`config.mk`:
```
export PLATFORM = sky130hd
export DESIGN_NAME = unicycle_pose_integrator_unit
export DESIGN_NICKNAME = d
export VERILOG_FILES = /design/src/hw/rtl/upi_pkg.sv /design/src/hw/rtl/upi_ctrl.sv /design/src/hw/rtl/upi_dp.sv /design/src/hw/rtl/unicycle_pose_integrator_unit.sv
export VERILOG_INCLUDE_DIRS = /design/src /design/src/hw/rtl
export SDC_FILE = /design/constraint.sdc
export NUM_CORES = 2
export LEC_CHECK = 0
export BUFFER_PORTS_ARGS = -buffer_cell sky130_fd_sc_hd__clkbuf_2
export CAP_MARGIN = 20
export CORE_MARGIN = 3
export CORE_UTILIZATION = 65
export DETAILED_ROUTE_END_ITERATION = 16
export HOLD_SLACK_MARGIN = 0.06
export PLACE_DENSITY = 0.81
export SLEW_MARGIN = 20
export SYNTH_ARGS = -nofsm -noshare
export SYNTH_HDL_FRONTEND = slang
export SYNTH_SLANG_ARGS = --single-unit
```
`constraint.sdc`:
```
create_clock -name i_clk -period 12.8 [get_ports i_clk]
set_input_delay 1.28 -clock i_clk [delete_from_list [all_inputs] [get_ports i_clk]]
set_output_delay 1.28 -clock i_clk [all_outputs]
set_load 0.05 [all_outputs]
```
`src/hw/rtl/unicycle_pose_integrator_unit_defines.svh`:
```
// assertion macros used by the pose integrator top level
`ifndef UNICYCLE_POSE_INTEGRATOR_UNIT_DEFINES_SVH
`define UNICYCLE_POSE_INTEGRATOR_UNIT_DEFINES_SVH

// same-cycle implication, checked out of reset
`define UPI_ASSERT_NOW(lbl, clk, rst_n, ante, cons, msg) \
    lbl: assert property (@(posedge clk) disable iff (!(rst_n)) (ante) |-> (cons)) else $error(msg);

// next-cycle implication, checked out of reset
`define UPI_ASSERT_NEXT(lbl, clk, rst_n, ante, cons, msg) \
    lbl: assert property (@(posedge clk) disable iff (!(rst_n)) (ante) |=> (cons)) else $error(msg);

`endif

```
`src/hw/rtl/upi_pkg.sv`:
```
// shared types, constants and the arctangent table of the pose integrator
package upi_pkg;

    localparam int ATAN_LEN         = 24;
    localparam int STEP_W           = $clog2(ATAN_LEN);
    localparam int CORDIC_STEPS_DEF = 16;
    localparam int CW               = 34;
    localparam int IN_W             = 16;
    localparam int POS_W            = 32;
    localparam int HEAD_W           = 16;
    localparam int PROD_W           = 64;
    localparam int S_DATA_W         = 2 * IN_W;
    localparam int M_DATA_W         = 2 * POS_W + HEAD_W;

    localparam logic [15:0] STEP_TIME_RESET = 16'd655;
    localparam logic signed [CW-1:0] CORDIC_GAIN = 34'sd652032874;
    localparam logic signed [31:0] RAD_TO_BAM = 32'sd683565276;

    typedef enum logic [2:0] {
        S_IDLE,
        S_ROTATE,
        S_MUL_X,
        S_MUL_Y,
        S_UPDATE,
        S_OUT
    } t_state;

    typedef enum logic [2:0] {
        MUL_NONE,
        MUL_VDT,
        MUL_RDT,
        MUL_TURN,
        MUL_PX,
        MUL_PY
    } t_mul_op;

    typedef struct packed {
        logic    load;
        logic    rotate;
        t_mul_op mul_op;
        logic    update;
        logic    out_load;
    } t_dp_cmd;

    typedef struct packed {
        logic              rot_last;
        logic [STEP_W-1:0] step;
        logic              out_free;
    } t_dp_sts;

    // atan(2^-i) in units of 2^-32 turn
    function automatic logic [29:0] atan_val(input logic [STEP_W-1:0] idx);
        logic [29:0] v;
        unique case (idx)
            5'd0:    v = 30'd536870912;
            5'd1:    v = 30'd316933406;
            5'd2:    v = 30'd167458907;
            5'd3:    v = 30'd85004756;
            5'd4:    v = 30'd42667331;
            5'd5:    v = 30'd21354465;
            5'd6:    v = 30'd10679838;
            5'd7:    v = 30'd5340245;
            5'd8:    v = 30'd2670163;
            5'd9:    v = 30'd1335087;
            5'd10:   v = 30'd667544;
            5'd11:   v = 30'd333772;
            5'd12:   v = 30'd166886;
            5'd13:   v = 30'd83443;
            5'd14:   v = 30'd41722;
            5'd15:   v = 30'd20861;
            5'd16:   v = 30'd10430;
            5'd17:   v = 30'd5215;
            5'd18:   v = 30'd2608;
            5'd19:   v = 30'd1304;
            5'd20:   v = 30'd652;
            5'd21:   v = 30'd326;
            5'd22:   v = 30'd163;
            5'd23:   v = 30'd81;
            default: v = 30'd0;
        endcase
        return v;
    endfunction

endpackage

```
`src/hw/rtl/upi_ctrl.sv`:
```
// sequencing state machine of the pose integrator
module upi_ctrl (
    input  logic             i_clk,
    input  logic             i_rst_n,
    input  logic             i_in_valid,
    output logic             o_in_ready,
    input  upi_pkg::t_dp_sts i_sts,
    output upi_pkg::t_dp_cmd o_cmd
);
    import upi_pkg::*;

    t_state r_state;
    t_state n_state;

    always_ff @(posedge i_clk) begin
        if (!i_rst_n) begin
            r_state <= S_IDLE;
        end else begin
            r_state <= n_state;
        end
    end

    always_comb begin
        n_state = r_state;
        unique case (r_state)
            S_IDLE: begin
                if (i_in_valid) begin
                    n_state = S_ROTATE;
                end
            end
            S_ROTATE: begin
                if (i_sts.rot_last) begin
                    n_state = S_MUL_X;
                end
            end
            S_MUL_X:  n_state = S_MUL_Y;
            S_MUL_Y:  n_state = S_UPDATE;
            S_UPDATE: n_state = S_OUT;
            S_OUT: begin
                if (i_sts.out_free) begin
                    n_state = S_IDLE;
                end
            end
            default:  n_state = S_IDLE;
        endcase
    end

    always_comb begin
        o_cmd      = '0;
        o_cmd.mul_op = MUL_NONE;
        o_in_ready = 1'b0;
        unique case (r_state)
            S_IDLE: begin
                o_in_ready = 1'b1;
                o_cmd.load = i_in_valid;
            end
            S_ROTATE: begin
                o_cmd.rotate = 1'b1;
                // scalar products ride along with the first rotations
                if (i_sts.step == STEP_W'(0)) begin
                    o_cmd.mul_op = MUL_VDT;
                end else if (i_sts.step == STEP_W'(1)) begin
                    o_cmd.mul_op = MUL_RDT;
                end else if (i_sts.step == STEP_W'(2)) begin
                    o_cmd.mul_op = MUL_TURN;
                end
            end
            S_MUL_X:  o_cmd.mul_op = MUL_PX;
            S_MUL_Y:  o_cmd.mul_op = MUL_PY;
            S_UPDATE: o_cmd.update = 1'b1;
            S_OUT:    o_cmd.out_load = i_sts.out_free;
            default:  o_cmd.load = 1'b0;
        endcase
    end

endmodule

```
`src/hw/rtl/upi_dp.sv`:
```
// datapath: cordic rotator, shared multiplier, pose state and output register
module upi_dp #(
    parameter int CORDIC_STEPS = upi_pkg::CORDIC_STEPS_DEF
) (
    input  logic                          i_clk,
    input  logic                          i_rst_n,
    input  upi_pkg::t_dp_cmd              i_cmd,
    output upi_pkg::t_dp_sts              o_sts,
    input  logic                          i_cfg_we,
    input  logic [15:0]                   i_cfg_wdata,
    input  logic [upi_pkg::S_DATA_W-1:0]  i_in_data,
    input  logic                          i_out_ready,
    output logic                          o_out_valid,
    output logic [upi_pkg::M_DATA_W-1:0]  o_out_data
);
    import upi_pkg::*;

    logic [15:0]               r_step_time;
    logic signed [IN_W-1:0]    r_spd;
    logic signed [IN_W-1:0]    r_rate;
    logic signed [CW-1:0]      r_cx;
    logic signed [CW-1:0]      r_cy;
    logic signed [CW-1:0]      r_cz;
    logic                      r_flip;
    logic [STEP_W-1:0]         r_step;
    logic signed [31:0]        r_vdt;
    logic signed [31:0]        r_rdt;
    logic signed [PROD_W-1:0]  r_pturn;
    logic signed [PROD_W-1:0]  r_px;
    logic signed [PROD_W-1:0]  r_py;
    logic signed [POS_W-1:0]   r_pos_x;
    logic signed [POS_W-1:0]   r_pos_y;
    logic [HEAD_W-1:0]         r_heading;
    logic                      r_out_valid;
    logic [M_DATA_W-1:0]       r_out_data;

    logic                      w_flip;
    logic [15:0]               w_ang;
    logic signed [CW-1:0]      w_xs;
    logic signed [CW-1:0]      w_ys;
    logic signed [CW-1:0]      w_atan;
    logic signed [CW-1:0]      w_tx;
    logic signed [CW-1:0]      w_ty;
    logic signed [31:0]        w_ma;
    logic signed [31:0]        w_mb;
    logic signed [PROD_W-1:0]  w_prod;
    logic signed [PROD_W-1:0]  w_rx;
    logic signed [PROD_W-1:0]  w_ry;
    logic signed [PROD_W-1:0]  w_rh;
    logic signed [POS_W:0]     w_sum_x;
    logic signed [POS_W:0]     w_sum_y;
    logic signed [POS_W-1:0]   w_sat_x;
    logic signed [POS_W-1:0]   w_sat_y;

    // fold heading into a quarter turn either side of zero
    assign w_flip = r_heading[15] ^ r_heading[14];
    assign w_ang  = {r_heading[15] ^ w_flip, r_heading[14:0]};

    assign w_xs   = r_cx >>> r_step;
    assign w_ys   = r_cy >>> r_step;
    assign w_atan = $signed({4'b0, atan_val(r_step)});

    assign w_tx = r_flip ? -r_cx : r_cx;
    assign w_ty = r_flip ? -r_cy : r_cy;

    always_comb begin
        w_ma = '0;
        w_mb = '0;
        unique case (i_cmd.mul_op)
            MUL_VDT: begin
                w_ma = 32'(r_spd);
                w_mb = $signed({16'b0, r_step_time});
            end
            MUL_RDT: begin
                w_ma = 32'(r_rate);
                w_mb = $signed({16'b0, r_step_time});
            end
            MUL_TURN: begin
                w_ma = r_rdt;
                w_mb = RAD_TO_BAM;
            end
            MUL_PX: begin
                w_ma = r_vdt;
                w_mb = w_tx[31:0];
            end
            MUL_PY: begin
                w_ma = r_vdt;
                w_mb = w_ty[31:0];
            end
            default: begin
                w_ma = '0;
                w_mb = '0;
            end
        endcase
    end

    assign w_prod = w_ma * w_mb;

    // round half up and move to the position or angle grid
    assign w_rx = r_px + (64'sd1 <<< 37);
    assign w_ry = r_py + (64'sd1 <<< 37);
    assign w_rh = r_pturn + (64'sd1 <<< 39);

    assign w_sum_x = {r_pos_x[POS_W-1], r_pos_x} + 33'($signed(w_rx[63:38]));
    assign w_sum_y = {r_pos_y[POS_W-1], r_pos_y} + 33'($signed(w_ry[63:38]));

    always_comb begin
        w_sat_x = w_sum_x[POS_W-1:0];
        if (w_sum_x[POS_W] != w_sum_x[POS_W-1]) begin
            w_sat_x = w_sum_x[POS_W] ? {1'b1, {(POS_W-1){1'b0}}} : {1'b0, {(POS_W-1){1'b1}}};
        end
        w_sat_y = w_sum_y[POS_W-1:0];
        if (w_sum_y[POS_W] != w_sum_y[POS_W-1]) begin
            w_sat_y = w_sum_y[POS_W] ? {1'b1, {(POS_W-1){1'b0}}} : {1'b0, {(POS_W-1){1'b1}}};
        end
    end

    always_ff @(posedge i_clk) begin
        if (!i_rst_n) begin
            r_step_time <= STEP_TIME_RESET;
        end else if (i_cfg_we) begin
            r_step_time <= i_cfg_wdata;
        end
    end

    always_ff @(posedge i_clk) begin
        if (i_cmd.load) begin
            r_spd  <= $signed(i_in_data[IN_W-1:0]);
            r_rate <= $signed(i_in_data[2*IN_W-1:IN_W]);
            r_cx   <= CORDIC_GAIN;
            r_cy   <= '0;
            r_cz   <= $signed({{2{w_ang[15]}}, w_ang, 16'b0});
            r_flip <= w_flip;
        end else if (i_cmd.rotate) begin
            if (!r_cz[CW-1]) begin
                r_cx <= r_cx - w_ys;
                r_cy <= r_cy + w_xs;
                r_cz <= r_cz - w_atan;
            end else begin
                r_cx <= r_cx + w_ys;
                r_cy <= r_cy - w_xs;
                r_cz <= r_cz + w_atan;
            end
        end
    end

    always_ff @(posedge i_clk) begin
        if (!i_rst_n) begin
            r_step <= '0;
        end else if (i_cmd.load) begin
            r_step <= '0;
        end else if (i_cmd.rotate) begin
            r_step <= r_step + STEP_W'(1);
        end
    end

    always_ff @(posedge i_clk) begin
        unique case (i_cmd.mul_op)
            MUL_VDT:  r_vdt   <= w_prod[31:0];
            MUL_RDT:  r_rdt   <= w_prod[31:0];
            MUL_TURN: r_pturn <= w_prod;
            MUL_PX:   r_px    <= w_prod;
            MUL_PY:   r_py    <= w_prod;
            default:  r_pturn <= r_pturn;
        endcase
    end

    always_ff @(posedge i_clk) begin
        if (!i_rst_n) begin
            r_pos_x   <= '0;
            r_pos_y   <= '0;
            r_heading <= '0;
        end else if (i_cmd.update) begin
            r_pos_x   <= w_sat_x;
            r_pos_y   <= w_sat_y;
            r_heading <= r_heading + w_rh[55:40];
        end
    end

    always_ff @(posedge i_clk) begin
        if (!i_rst_n) begin
            r_out_valid <= 1'b0;
        end else if (i_cmd.out_load) begin
            r_out_valid <= 1'b1;
        end else if (i_out_ready) begin
            r_out_valid <= 1'b0;
        end
    end

    always_ff @(posedge i_clk) begin
        if (i_cmd.out_load) begin
            r_out_data <= {r_heading, r_pos_y, r_pos_x};
        end
    end

    assign o_sts.rot_last = (r_step == STEP_W'(CORDIC_STEPS - 1));
    assign o_sts.step     = r_step;
    assign o_sts.out_free = !r_out_valid || i_out_ready;

    assign o_out_valid = r_out_valid;
    assign o_out_data  = r_out_data;

endmodule

```
`src/hw/rtl/unicycle_pose_integrator_unit.sv`:
```
// top level of the unicycle dead-reckoning pose integrator
// from input transfer to result valid: load, cordic rotations, x and y scaling, pose update, output load
// one item at a time: no new item is taken until the last is handed to the output register
// the output register frees the input side while a result waits to be taken
// reset (synchronous, active low): pose and heading to zero, step_time to 655, channels empty
module unicycle_pose_integrator_unit #(
    parameter int CORDIC_STEPS = upi_pkg::CORDIC_STEPS_DEF
) (
    input  logic                          i_clk,
    input  logic                          i_rst_n,
    // step_time register, unsigned q0.16
    input  logic                          i_cfg_we,
    input  logic [15:0]                   i_cfg_wdata,
    // input item stream
    input  logic                          s_axis_tvalid,
    output logic                          s_axis_tready,
    // [15:0] linear_speed, [31:16] turn_rate
    input  logic [upi_pkg::S_DATA_W-1:0]  s_axis_tdata,
    // result stream
    output logic                          m_axis_tvalid,
    input  logic                          m_axis_tready,
    // [31:0] pose_x, [63:32] pose_y, [79:64] pose_heading
    output logic [upi_pkg::M_DATA_W-1:0]  m_axis_tdata
);
    import upi_pkg::*;

`include "unicycle_pose_integrator_unit_defines.svh"

    t_dp_cmd w_cmd;
    t_dp_sts w_sts;

    // controller: accept, rotate, scale, update, hand over
    upi_ctrl u_ctrl (
        .i_clk      (i_clk),
        .i_rst_n    (i_rst_n),
        .i_in_valid (s_axis_tvalid),
        .o_in_ready (s_axis_tready),
        .i_sts      (w_sts),
        .o_cmd      (w_cmd)
    );

    // datapath: cordic on the old heading, one shared 32x32 multiplier,
    // saturating position update and wrapping heading update
    upi_dp #(
        .CORDIC_STEPS (CORDIC_STEPS)
    ) u_dp (
        .i_clk       (i_clk),
        .i_rst_n     (i_rst_n),
        .i_cmd       (w_cmd),
        .o_sts       (w_sts),
        .i_cfg_we    (i_cfg_we),
        .i_cfg_wdata (i_cfg_wdata),
        .i_in_data   (s_axis_tdata),
        .i_out_ready (m_axis_tready),
        .o_out_valid (m_axis_tvalid),
        .o_out_data  (m_axis_tdata)
    );

    // an input transfer always starts a fresh rotation
    `UPI_ASSERT_NOW(a_xfer_loads, i_clk, i_rst_n, s_axis_tvalid && s_axis_tready, w_cmd.load, "input transfer without datapath load")
    // the block is busy right after taking an item
    `UPI_ASSERT_NEXT(a_busy_after_xfer, i_clk, i_rst_n, s_axis_tvalid && s_axis_tready, !s_axis_tready, "ready stayed high after input transfer")
    // a loaded result is presented on the next cycle
    `UPI_ASSERT_NEXT(a_out_shown, i_clk, i_rst_n, w_cmd.out_load, m_axis_tvalid, "loaded result not presented")
    // the output register is only refilled once free
    `UPI_ASSERT_NOW(a_no_overwrite, i_clk, i_rst_n, w_cmd.out_load, !m_axis_tvalid || m_axis_tready, "pending result overwritten")

endmodule

```
After elaboration in Yosys (flattened, before gate mapping)
Memories as Yosys holds them, arrays and structs flattened. A register that Yosys moved wholly into a read port is not among the register bits.
Cells that the tools add are included.
Storage, ports and cells
  logic and storage cells: 100
  register bits: 568
  memories: 1
  input port bits: 53
  ROM bits: 960
Memories
  (no name shown): words 32, width 30, read ports 1, clocked after memory_dff 1, write ports 0, line upi_pkg.sv:54  | unique case (idx)
Operators by class
  multiply operators: 1
  eq/ne operators: 18
  shifts and indexed selects: 2
  multiplexer cells: 30
  add/sub/neg operators: 15
  reductions and logical operators: 10
  bitwise gates (word level): 3
Operator list (count)
  case mux 32 bit (4 select lines): 2
  two-way mux 32 bit: 6
  two-way mux 34 bit: 5
  adder 64 x 39 -> 64 bit, second input constant: 2
  adder 34 bit: 2
  >>> shifter 34 x 5 -> 34 bit: 2
  subtractor 34 bit: 2
  adder 32 x 26 -> 33 bit: 2
  multiplier 32 x 32 -> 64 bit: 1
  negation 32 bit: 2
  adder 56 x 41 -> 56 bit, second input constant: 1
  adder 34 x 31 -> 34 bit: 1
  subtractor 34 x 31 -> 34 bit: 1
  case mux 3 bit (6 select lines): 1
  adder 16 bit: 1
  == test 3 x 2 -> 1 bit, second input constant: 4
  == test 3 bit, second input constant: 4
  two-way mux 3 bit: 4
  two-way mux 5 bit: 2
  case mux 3 bit (3 select lines): 1
  two-way mux 1 bit: 7
  == test 3 x 1 -> 1 bit, second input constant: 2
  OR reduction 2 bit: 3
  adder 5 x 1 -> 5 bit, second input constant: 1
  15 further kinds: 20

Logic depth before layout (Yosys ltp)
  depth in word-level cells: 9
  gate-level depth with buffers: 41
  mapped depth without buffers: 37

By module
From an unflattened synthesis, not the netlist that was laid out.
Second synthesis, totals
  cells, all modules: 7809
  area, all modules: 70926.8 µm²
Modules (own cells, without submodules)
  upi_dp: times used 1, area an instance 70690.3 µm², sequential area each 12311.8 µm², cells an instance 7780
  upi_ctrl: times used 1, area an instance 236.5 µm², sequential area each 60.1 µm², cells an instance 29

Least setup slack after synthesis
Ideal clock, no wire load.
  kind: reg-to-reg
  start: reg u_dp.r_step[0]
  end: reg u_dp.r_px[63] (data pin)
  stages on the path, launching flop included: 35
  period minus slack after synthesis: 10.363 ns
  arrival: 10.099 ns
  path slack: 2.437 ns
  library setup time: 0.264 ns
  required time: 12.536 ns
  path through: dfxtp_1 -> buf_6 -> buf_4 -> inv_2 -> ha_1 -> nor3b_1 -> clkbuf_1 -> a222oi_1 -> nand2_1 -> clkbuf_1 -> nand2_1 -> fa_1 -> inv_1 -> fa_1 -> inv_1 -> fa_1 -> inv_1 -> fa_1 -> fa_1 -> fa_1 -> fa_1 -> fa_1 -> ha_1 -> clkbuf_1 -> a21oi_1 -> o21ai_0 -> a211o_1 -> a221oi_1 -> a311o_1 -> o221ai_1 -> a21oi_1 -> a21oi_1 -> a22o_1 -> o41a_1 -> xnor2_1
Between the ends
  cells in the longest elaborated chain, start to end: 9
  elaborated cells between the ends (all ways): 17
  those cells by class: mul (1); eq/ne (7); mux (6); reduce/logical (3)
RTL lines
  from (decl): line upi_dp.sv:25  | logic [STEP_W-1:0] r_step;
  from (signal assigned): line upi_dp.sv:153  | r_step <= r_step + STEP_W'(1);
  == test 5 x 2 -> 1 bit: line upi_ctrl.sv:64  | end else if (i_sts.step == STEP_W'(2)) begin
  two-way mux 2 bit: line upi_ctrl.sv:64
  two-way mux 2 bit: line upi_ctrl.sv:62  | end else if (i_sts.step == STEP_W'(1)) begin
  two-way mux 3 bit *: line upi_ctrl.sv:60  | if (i_sts.step == STEP_W'(0)) begin
  case mux 3 bit (3 select lines) *: line upi_ctrl.sv:52  | unique case (r_state)
  == test 3 bit (tied with other cells): line upi_dp.sv:69  | unique case (i_cmd.mul_op)
  OR reduction 2 bit (no line)
  case mux 32 bit (4 select lines): line upi_dp.sv:69
  multiplier 32 x 32 -> 64 bit *: line upi_dp.sv:97  | assign w_prod = w_ma * w_mb;
  net u_dp.w_prod[63]: line upi_dp.sv:46  | logic signed [PROD_W-1:0] w_prod;
  to (signal assigned): line upi_dp.sv:162  | MUL_PX: r_px <= w_prod;
  to (decl): line upi_dp.sv:29  | logic signed [PROD_W-1:0] r_px;
The timed path passes the listed nets; every way through them passes the cells marked *.
A chain may end at the register's enable or synchronous reset.

Worst setup path after layout
  start: reg u_dp.r_step[4]
  end: reg u_dp.r_py[63] (data pin)
Between the ends
  cells in the longest elaborated chain, start to end: 9
  elaborated cells between the ends (all ways): 17
  those cells by class: mul (1); eq/ne (7); mux (6); reduce/logical (3)
RTL lines
  == test 5 x 2 -> 1 bit: line upi_ctrl.sv:64
  two-way mux 2 bit: line upi_ctrl.sv:64
  two-way mux 2 bit: line upi_ctrl.sv:62
  two-way mux 3 bit *: line upi_ctrl.sv:60
  case mux 3 bit (3 select lines) *: line upi_ctrl.sv:52
  == test 3 bit (tied with other cells): line upi_dp.sv:69
  OR reduction 2 bit (no line)
  case mux 32 bit (4 select lines): line upi_dp.sv:69
  multiplier 32 x 32 -> 64 bit *: line upi_dp.sv:97
  net u_dp.w_prod[63]: line upi_dp.sv:46
  to (signal assigned): line upi_dp.sv:163  | MUL_PY: r_py <= w_prod;
  to (decl): line upi_dp.sv:30  | logic signed [PROD_W-1:0] r_py;
Marks and branches as above.

==> metrics.yaml <==
setup_path:
  setup.worst_path.start_class: "flip-flop"
  crit_path_max_fanout: 48
  r2r_cells: 34
  crit_path_max_incr_delay_ns: 1.01
  reg2reg_from: "u_dp.r_step[4]"
  path_buf_inv: 9
  crit_type: "reg2reg"
  crit_path_top_delay_cell: "fa_1"
  timing.rr.end: "u_dp.r_py[63]"
  arrival_ns: 11.95
  crit_family: "adder cells"
  cpMostUsedCell: "fa_1"
  crit_required_ns: 13.21
  crit_path_end_kind: "flip-flop"
  regToRegSetupSlack_ns: 1.26
clock_tree:
  cts_buffer_depth: 3
  cts_tree: "done"
  cts_setup_buffers: 0
  ctsHoldBuffers: 0
  cts_sinks: 485
  ctsHtreeMaxLevel: 2
  cts_buffers: 56
  cts_resized: 0
  clk_latency_ns: 0.69
  clk_pin_slew_ns: 0.06
  root_buffer: "clkbuf_16"
route:
  via_per_inst: 6.35
  first_iter_violations: 5995
  routedWlPerCell_um: 23.7
  dr.pass1.iters: 9
  remaining_drc_errors: 0
  via_count: 57100
  drtAntennaViolNets: 0
  wl_um: 214000
yosys:
  synth_nets: 9121
  synthCells: 7598
  avgSynthCellArea_um2: 9.11
  async_flop_share: 0
  ys_seq_area_frac: 0.179
  synth_edf_count: 266
  ys.flop_type: "edfxtp_1"
  netlist_area_um2: 69200
  synth_cell_types: 96
  synth_seq_cells: 485
  yosys_warnings: 0
min_path:
  hp-class: "reg2reg"
  whs_path_depth: 0
  hp-start: "u_dp.r_pos_y[29]"
  min_to: "u_dp.o_out_data[61]"
finish:
  num-nets-final: 9084
  syn_to_final_growth_pct: 6.58
  nFillCells: 8055
  drive_gt1_frac: 0.0764
  multiInputGateArea_um2: 51500
  regArea_um2: 12400
timing:
  min_period_over_period: 0.901
  rsz0062_at_grt: "false"
  slew_headroom: 0.197
  tns_ns: 0
  final_hold_viol_count: 0
  slew_violations: 0
  fmax_mhz: 86.7
  clock_skew_ns: 0.0479
  worstMarginPinSlew_ns: 1.20
  setup_violations: 0
  min_period_ns: 11.54
power_and_ir_drop:
  power.leakage_nw: 33.8
  power_density_nw_per_um2: 124
  total_power_w: 0.00913
  ir_worst_vdd_mv: 0.124
placed_design:
  post-dp-hpwl_um: 165000
  portBuffers: 134
  gp_congestion: 1.01
global_route:
  grt_pass1_wl_um: 334000
  top_usage_layer: "met2"
  antenna_found_initial: 6
  met1_usage: 0.518
  grt.overflow.total: 0
  grtUsageMet3: 0.122
  grt_max_degree: 114
  grt_pass1_vias: 58800
  grt_usage: 0.390
  grt_util_met2: 0.594
run:
  maxCapViolCount: 0
die:
  die_y_um: 332
  io_pins: 135
  num_rows: 119
  die_width_um: 332
  initial_utilization: 0.657
  core_um2: 105000
  die_area_um2: 110000
outcome:
  status: "complete, no violations"
[registers in the layout, indices dropped and copies added (netlist names), 17 cells and up]
signal,cells
u_dp.r_pos_y,32
u_dp.o_out_data,80
u_dp.r_cz,34
u_dp.r_px,27
u_dp.r_cy,34
u_dp.w_atan,30
u_dp.r_rdt,32
u_dp.r_pos_x,32
u_dp.r_pturn,17
u_dp.r_vdt,32
u_dp.r_cx,34
u_dp.r_py,27
[metal layers]
layer | share of wire | routed length [um]
met3 | 0.14 | 29100
met1 | 0.38 | 80400
met4 | 0.053 | 11400
met2 | 0.43 | 92700
met5 | 0.00051 | 110
[layout by cell type, fill, tap and decap left out, types with 41 or more instances in the layout]
| master | netlist | final |
|---|---|---|
| a21o_1 | 111 | 111 |
| nand3_1 | 121 | 121 |
| ha_1 | 382 | 382 |
| nand2b_1 | 78 | 78 |
| nor3_1 | 70 | 69 |
| nor2b_1 | 50 | 48 |
| xnor2_1 | 241 | 239 |
| nor2_1 | 758 | 755 |
| a21oi_1 | 390 | 388 |
| and3_1 | 44 | 43 |
| mux2_2 | 45 | 45 |
| a31oi_1 | 46 | 44 |
| mux2i_1 | 61 | 61 |
| o31ai_1 | 42 | 41 |
| xor2_1 | 186 | 185 |
| clkbuf_16 | 0 | 57 |
| buf_4 | 2 | 146 |
| o21ai_0 | 330 | 329 |
| dfxtp_1 | 219 | 216 |
| mux4_2 | 49 | 49 |
| inv_1 | 1115 | 1115 |
| nand2_1 | 810 | 808 |
| and2_1 | 71 | 68 |
| maj3_1 | 42 | 42 |
| edfxtp_1 | 266 | 266 |
| clkbuf_2 | 0 | 133 |
| fa_1 | 1088 | 1088 |
[stage by stage]
stage / instance area [um2] / std cells / hold WS, ns / util / worst slack (ns)
global placement: 71700 / 8891 / 0.445 / 0.680 / 1.69
CTS: 73700 / 8995 / 0.449 / 0.699 / 1.47
finish: 73800 / 9000 / 0.454 / 0.700 / 1.26
global route: 73800 / 8999 / 0.453 / 0.700 / 0.723
floorplan: 69200 / 7598 / 0.431 / - / 2.44
detailed placement: 71700 / 8891 / 0.452 / 0.680 / 1.48
[Yosys cell counts (all sizes together) (52+ instances only)]
master / count / area, um2
a21o: 111 / 833
a21oi: 390 / 1950
and2: 73 / 457
buf: 64 / 308
clkbuf: 319 / 1200
dfxtp: 219 / 4380
edfxtp: 266 / 7990
fa: 1088 / 21800
ha: 382 / 4780
inv: 1118 / 4200
mux2i: 62 / 624
mux4: 52 / 1180
nand2: 810 / 3040
nand2b: 78 / 488
nand3: 122 / 616
nor2: 758 / 2850
nor3: 72 / 370
o21ai: 338 / 1690
xnor2: 241 / 2110
xor2: 186 / 1630
[worst max path at each step]
stage	startpoint	slack [ns]	depth (start not counted)	to
4_1_cts	u_dp.r_step[4]	1.47	34	u_dp.r_py[63]
5_1_grt	u_dp.r_step[4]	0.72	34	u_dp.r_px[63]
3_5_place_dp	u_dp.r_step[4]	1.48	34	u_dp.r_py[63]
2_1_floorplan	u_dp.r_step[0]	2.44	34	u_dp.r_px[63]
3_3_place_gp	u_dp.r_step[4]	1.69	34	u_dp.r_px[63]
6_report	u_dp.r_step[4]	1.26	34	u_dp.r_py[63]
[cells by family (layout without fill, tap and decap cells)]
group,after synthesis,after routing,synth area share
AO/OA/AOI/OAI,1324,1324,0.122
XOR/XNOR,427,427,0.0540
adder cells (fa/ha/maj),1512,1512,0.390
buffers and inverters,1504,1513,0.0825
flip-flops,485,485,0.179
multiplexers,159,159,0.0334
other,0,2,0
AND/OR/NAND/NOR,2187,2187,0.140
[power by group]
group | internal, W | total, W | switching, W
clock | 0.00104 | 0.00176 | 0.000719
combinational | 0.00209 | 0.00520 | 0.00311
sequential | 0.00187 | 0.00217 | 0.000298
[final cells by class]
type / instances / share of cell area
clock inverter: 40 / 0.00751
inverter: 1121 / 0.0570
timing repair buffer: 288 / 0.0263
multi-input combinational: 5609 / 0.698
sequential: 485 / 0.168
antenna: 2 / 0.0000678
clock buffer: 64 / 0.0200
tap: 1391 / 0.0236
Note: power is estimated with default switching activity, not from simulation.
